==> config.mk <==
export PLATFORM = sky130hd
export DESIGN_NAME = pal_cell
export DESIGN_NICKNAME = d
export VERILOG_FILES = /design/src/assert_macros.svh /design/src/pal_pkg.sv /design/src/pal_cell.sv
export SDC_FILE = /design/constraint.sdc
export NUM_CORES = 1
export LEC_CHECK = 0
export BUFFER_PORTS_ARGS = -buffer_cell sky130_fd_sc_hd__clkbuf_2
export CAP_MARGIN = 30
export CORE_ASPECT_RATIO = 1.5
export CORE_UTILIZATION = 47
export CTS_CLUSTER_DIAMETER = 50
export DETAILED_ROUTE_END_ITERATION = 8
export HOLD_SLACK_MARGIN = 0.12
export PLACE_DENSITY = 0.93
export RECOVER_POWER = 50
export SETUP_SLACK_MARGIN = 0.15
export SYNTH_ARGS = -nofsm -noshare
export SYNTH_HDL_FRONTEND = slang
export SYNTH_SLANG_ARGS = --single-unit
export TNS_END_PERCENT = 50
==> constraint.sdc <==
create_clock -name i_clk -period 3.4 [get_ports i_clk]
set_input_delay 0 -clock i_clk [delete_from_list [all_inputs] [get_ports i_clk]]
set_output_delay 0 -clock i_clk [all_outputs]
set_load 0.02 [all_outputs]
==> src/assert_macros.svh <==
// Assertion helpers included by positional_array_list_unit.
// Each macro expects a clock named i_clk and an active-low reset named i_rst_n in scope.
`ifndef ASSERT_MACROS_SVH
`define ASSERT_MACROS_SVH

// Consequent must hold in the same cycle as the antecedent.
`define ASSERT_SAME(label, ante, cons) \
    label: assert property (@(posedge i_clk) disable iff (!i_rst_n) (ante) |-> (cons)) \
        else $error("same-cycle check failed");

// Consequent must hold in the cycle after the antecedent.
`define ASSERT_NEXT(label, ante, cons) \
    label: assert property (@(posedge i_clk) disable iff (!i_rst_n) (ante) |=> (cons)) \
        else $error("next-cycle check failed");

`endif

==> src/pal_pkg.sv <==
package pal_pkg;

    localparam int DEFAULT_CAPACITY = 128;
    localparam int TREE_RADIX       = 8;

    typedef logic signed [31:0] t_word;

    typedef enum logic [2:0] {
        CMD_CLEAR  = 3'd0,
        CMD_APPEND = 3'd1,
        CMD_INSERT = 3'd2,
        CMD_DELETE = 3'd3,
        CMD_READ   = 3'd4
    } t_cmd;

    typedef enum logic [1:0] {
        ST_OK    = 2'd0,
        ST_RANGE = 2'd1,
        ST_FULL  = 2'd2
    } t_status;

    // What every cell does on an accepted beat.
    typedef enum logic [1:0] {
        CELL_HOLD = 2'd0,
        CELL_INS  = 2'd1,
        CELL_DEL  = 2'd2
    } t_cell_op;

    typedef struct packed {
        logic     upd;
        t_cell_op op;
        logic     tap_en;
        t_word    value;
    } t_cell_ctl;

    // Number of nodes in level l of the collection tree over n leaves.
    function automatic int pal_level_size(int n, int l);
        int s;
        s = n;
        for (int k = 0; k <= l; k++) begin
            s = (s + TREE_RADIX - 1) / TREE_RADIX;
        end
        return s;
    endfunction

    // Number of register levels needed to reduce n leaves to one node.
    function automatic int pal_tree_levels(int n);
        int s;
        int lv;
        s  = n;
        lv = 0;
        while ((s > 1) || (lv == 0)) begin
            s  = (s + TREE_RADIX - 1) / TREE_RADIX;
            lv = lv + 1;
        end
        return lv;
    endfunction

    // Index of the first node of level l in the flat node array.
    function automatic int pal_level_base(int n, int l);
        int b;
        b = 0;
        for (int k = 0; k < l; k++) begin
            b = b + pal_level_size(n, k);
        end
        return b;
    endfunction

endpackage

==> src/pal_cell.sv <==
module pal_cell #(
    parameter int IW  = 7,
    parameter int IDX = 0
) (
    input  logic              i_clk,
    input  pal_pkg::t_cell_ctl i_ctl,
    input  logic [IW-1:0]     i_pos,
    input  pal_pkg::t_word    i_left,
    input  pal_pkg::t_word    i_right,
    output pal_pkg::t_word    o_word,
    output pal_pkg::t_word    o_tap
);
    import pal_pkg::*;

    localparam logic [IW-1:0] MY_IDX = IW'(IDX);

    t_word r_word;
    t_word r_tap;

    // The tap keeps the word as it was before any shift, so a delete returns the old entry.
    always_ff @(posedge i_clk) begin
        if (i_ctl.upd) begin
            r_tap <= (i_ctl.tap_en && (i_pos == MY_IDX)) ? r_word : '0;
            case (i_ctl.op)
                CELL_INS: begin
                    if (MY_IDX > i_pos) begin
                        r_word <= i_left;
                    end else if (MY_IDX == i_pos) begin
                        r_word <= i_ctl.value;
                    end
                end
                CELL_DEL: begin
                    if (MY_IDX >= i_pos) begin
                        r_word <= i_right;
                    end
                end
                default: begin
                end
            endcase
        end
    end

    assign o_word = r_word;
    assign o_tap  = r_tap;
endmodule

==> results.toml, run 1 <==
[clocking]
clock_sinks = 64
tritoncts = "yes"
cts-htree-levels = 3
cts_resized = 0
root_buffer = "clkbuf_8"
insertion_delay_ns = 0.32
clockBufferDepth = 2
path_clk_slew_ns = 0.07
numCtsBuffers = 9

[sta]
timing.fmax_mhz = 418.0
relSlewSlack_pct = -19.38
timing.hold.ws_ns = 0.4870
rsz0062_at_grt = "no"
setup_viol = 0
min_period_ns = 2.392
setup_ws_ns = 1.008
setup_tns_ns = 0
hold_viol_final = 0
fin_skew_ns = 0.006435
final.period_utilization_pct = 70.36
finalMaxSlewViolations = 34
worst_slew_pin_slew_ns = 1.791

[drt]
routed_wl_um = 7199
drt_pass1_iterations = 4
vias_per_cell = 4.778
antenna_left = 0
drt_iter0_drc = 83
wire_per_inst_um = 15.68
drc = 0
vias = 2193

[grt]
grt_pass1_wl_um = 10720
grt.total_usage_pct = 23.01
grt.overflow.total = 0
antenna_found_initial = 0
grt_max_degree = 34
grt_pass1_vias = 2266

[hold_path]
hold_class = "in2reg"

[setup_path]
max_stage_delay_ns = 1.27
start_kind = "primary input"
worstPathMaxFanout = 33
cp.arrival_ns = 2.34
crit_family = "buffers and inverters"
critPathBufInv = 2
path_cells = "clkbuf_2, clkbuf_1, and4b_2"
critPathCaptureType = "flip-flop"
cpMaxStageDelayCell = "clkbuf_1"
cp.required_ns = 3.35
path_class = "in2reg"

[outcome]
violations = "capacitance limit, slew limit"
status = "finished, violations left"

[finish]
antenna_cells = 0
final_core_util_pct = 74.04
area_delta_synth_final_pct = 49.23
drive_gt1_share_pct = 39.02
fin_nets = 490

[place]
gp_congestion = 0.7319
dp_hpwl_um = 4253
pre_cts_ws_ns = 1.163
port_buffers = 139

[die]
die-area_mm2 = 0.006522
rows = 34
initial_core_util_pct = 49.62
io_pins = 172
coreArea_mm2 = 0.005871
die_height_um = 98.42
die_width_um = 66.28

[pwr]
vdd_drop_max_v = 0.0003628
p_leak_uw = 0.001740
power_density_mw_per_mm2 = 388.2

[synth]
synth_cell_type_count = 16
ys_ff_latch = 64
netlist_instances = 178
netlist_area_mm2 = 0.002913
yosysSeqAreaShare_pct = 65.98
avgSynthCellArea_um2 = 16.36
synth_nets = 286
synth-warning-count = 0

[run]
drv_cap = 1
## synthesized netlist by cell type (all sizes together)
| master | n | share of area, % |
|---|---|---|
| mux2 | 32 | 12 |
| or4 | 1 | 0.39 |
| or4b | 1 | 0.34 |
| inv | 32 | 4.1 |
| and4b | 1 | 0.39 |
| edfxtp | 64 | 66 |
| nor2b | 1 | 0.21 |
| buf | 11 | 4.3 |
| nor3 | 33 | 11 |
| clkbuf | 1 | 0.13 |
| xor2 | 1 | 0.30 |
## path summary, 6_finish.rpt
kind,from,end,slack [ns],depth (start not counted)
min,i_pos[5],o_tap[22],0.49,3
max reg2reg,o_word[11],o_tap[11],2.56,2
max,i_ctl[35],o_word[27],1.01,3
min reg2reg,o_word[13],o_tap[13],0.66,2
## flip-flops by register name (all words and copies together) (netlist names)
| name | cells |
|---|---|
| o_tap | 32 |
| o_word | 32 |
## kinds of logic after synthesis
family	synth area share, %
DFF	65.98
buffers and inverters	8.548
and+or+nand+nor	12.80
muxes	12.37
xor gates and xnor gates	0.3007
## cell type report
| type | count | area (µm²) |
|---|---|---|
| clock inverter | 6 | 50.05 |
| clock buffer | 10 | 127.6 |
| multi-input combinational | 70 | 749.5 |
| inverter | 32 | 120.1 |
| fill | 408 | 1524 |
| timing repair buffer | 205 | 1287 |
| sequential | 64 | 1922 |
| tap | 72 | 90.09 |
## placed cells by master (no fill, tap or decap), drive strengths merged
cell type,netlist,layout
mux2,32,32
bufinv,0,1
xor2,1,1
or4b,1,1
dlygate4sd3,0,64
buf,11,1
and4b,1,1
or4,1,1
nor2b,1,1
edfxtp,64,64
inv,32,32
nor3,33,33
clkinv,0,5
clkbuf,1,150
## worst reg2reg max path, stage by stage, from the launching register on
cell and delay, ns:
edfxtp_1 0.40, inv_1 0.13, nor3_4 0.05
## timing repair
action	4_1_cts	5_1_grt
endpoints found under the hold margin	32	0
hold buffers	64	0
setup buffers	0	0
## layer usage
metal | global-route usage, % | wire (µm)
met2 | 42.31 | 4070
met4 | 12.77 | 221
met3 | 5.671 | 443
met1 | 22.55 | 2463
met5 | 0 | 0
## power breakdown
part,switching [µW],internal [µW],total [µW]
Clock,268,328,596
Combinational,81.0,126,207
Sequential,3.51,881,885
## stage by stage
stage                     cell area, µm²  total power, µW  std cells
final                               4347             1687        459
after CTS                           4431             1700        459
after floorplan                     2913            971.8        178
after global routing                4347             1749        459
after detailed placement            3612             1037        379
after global placement              3585             1029        378
(Power assumes the default switching activity.)
==> run 2, diff against run 1 <==
--- a/config.mk
+++ b/config.mk
@@ -8,11 +8,11 @@
 export BUFFER_PORTS_ARGS = -buffer_cell sky130_fd_sc_hd__clkbuf_2
 export CAP_MARGIN = 30
 export CORE_ASPECT_RATIO = 1.5
-export CORE_UTILIZATION = 47
+export CORE_UTILIZATION = 39
 export CTS_CLUSTER_DIAMETER = 50
 export DETAILED_ROUTE_END_ITERATION = 8
 export HOLD_SLACK_MARGIN = 0.12
-export PLACE_DENSITY = 0.93
+export PLACE_DENSITY = 0.83
 export RECOVER_POWER = 50
 export SETUP_SLACK_MARGIN = 0.15
 export SYNTH_ARGS = -nofsm -noshare
==> constraint.sdc (replaced) <==
create_clock -name i_clk -period 2.1 [get_ports i_clk]
set_input_delay 0 -clock i_clk [delete_from_list [all_inputs] [get_ports i_clk]]
set_output_delay 0 -clock i_clk [all_outputs]
set_load 0.02 [all_outputs]
==> results.toml, run 2 (same netlist as run 1, synthesis figures left out) <==
[sta]
worst_slew_pin_slew_ns = 1.093
setup_tns_ns = 0
timing.fmax_mhz = 662.7
fin_skew_ns = 0.002750
hold_viol_final = 0
timing.hold.ws_ns = 0.2565
setup_viol = 0
final.period_utilization_pct = 71.86
rsz0062_at_grt = "no"
relSlewSlack_pct = 27.14
finalMaxSlewViolations = 0
min_period_ns = 1.509

[finish]
final_cell_mix = "clkbuf_2, clkbuf_1, dlygate4sd3_1, edfxtp_1, inv_1"
multiInputGateArea_um2 = 749.5
final_common_cell = "clkbuf_2"
nFillCells = 599
area_delta_synth_final_pct = 51.07
final_cells = 491
drive_gt1_share_pct = 39.39
seq_area_mm2 = 0.001922
antenna_cells = 0
fin_nets = 494

[clocking]
clockBufferDepth = 2
clock_sinks = 64
cts-htree-levels = 3
cts_resized = 0
tritoncts = "yes"
path_clk_slew_ns = 0.06
numCtsBuffers = 9
root_buffer = "clkbuf_8"
insertion_delay_ns = 0.33

[setup_path]
critPathCaptureType = "flip-flop"
worstPathMaxFanout = 32
startpoint = "i_ctl[34]"
setup.reg_to_reg.worst_slack_ns = 1.25
start_kind = "primary input"
path_class = "in2reg"
r2r_cells = 2
cp.required_ns = 2.18
crit_path_end = "o_word[23]"
cp.arrival_ns = 1.59
r2r_start = "o_word[22]"
r2r_end = "o_tap[22]"

[drt]
drc = 0
routed_wl_um = 7315
wire_per_inst_um = 14.90
antenna_left = 0
drt_pass1_iterations = 4
drt_iter0_drc = 89
vias_per_cell = 4.436
vias = 2178

[outcome]
status = "finished, final reports clean"

[grt]
grt.total_usage_pct = 18.76
grt.overflow.total = 0
grt_max_degree = 33
grt_pass1_vias = 2208
grt_pass1_wl_um = 10520
antenna_found_initial = 0

[die]
die-area_mm2 = 0.007825
die_height_um = 107.8
die_width_um = 72.56
initial_core_util_pct = 40.30
io_pins = 172
coreArea_mm2 = 0.007227
rows = 38

[pwr]
power_density_mw_per_mm2 = 621.5
vdd_drop_max_v = 0.0003675
p_leak_uw = 0.001749

[place]
dp.cells = 411
dp_hpwl_um = 4322
gp_congestion = 0.7329
port_buffers = 139

[hold_path]
hold_class = "in2reg"

[run]
drv_cap = 0
[run 2: worst min path at each step]
stage | start | to | slack [ns] | cells after the start
after detailed placement | i_ctl[5] | o_word[5] | 0.30 | 2
after global routing | i_ctl[35] | o_tap[11] | 0.28 | 1
after global placement | i_ctl[5] | o_word[5] | 0.29 | 2
final | i_ctl[35] | o_tap[25] | 0.26 | 1
after floorplan | i_ctl[35] | o_tap[0] | 0.11 | 0
after CTS | i_ctl[35] | o_tap[11] | 0.14 | 1
[run 2: worst max-delay path: stages]
cell	delay, ns
clkbuf_2	0.10
nor2b_4	0.12
buf_4	0.39
mux2_2	0.40
dlygate4sd3_1	0.56
[run 2: power breakdown]
part / internal (µW) / switching, µW / leakage [µW] / total [µW]
clock: 530 / 436 / 0.0000902 / 967
sequential: 1430 / 4.99 / 0.000631 / 1430
combinational: 203 / 134 / 0.00103 / 337
[run 2: metrics by stage]
step | setup slack [ns] | power [µW] | util (%) | cell area [µm²]
floorplan | 0.4027 | 1573 | - | 2913
global placement | 0.6283 | 1671 | 50.78 | 3670
detailed placement | 0.6133 | 1678 | 50.78 | 3670
CTS | 0.6326 | 2747 | 62.10 | 4488
global route | 0.5042 | 2825 | 60.89 | 4400
finish | 0.5910 | 2735 | 60.89 | 4400
[run 2: timing repair]
action | 4_1_cts | 5_1_grt
hold endpoints to repair | 32 | 0
hold buffers | 64 | 0
buffers inserted | 0 | 0
[run 2: area by class of cell]
| class | count | area share (%) |
|---|---|---|
| multi-input cells | 70 | 17.03 |
| clock inverters | 6 | 1.137 |
| flip-flops and latches | 64 | 43.67 |
| well taps | 100 | 2.843 |
| clock buffers | 10 | 2.900 |
| inverters | 32 | 2.730 |
| repair buffers | 209 | 29.68 |
[run 2: layer usage]
layer	vias up	routed length (µm)	share of wire, %	GRT usage, %
met4	0	174	2.4	8.824
met5	-	0	0	0
li1	1044	-	-	-
met3	17	442	6.0	6.648
met2	102	4069	56	33.11
met1	1015	2628	36	19.41
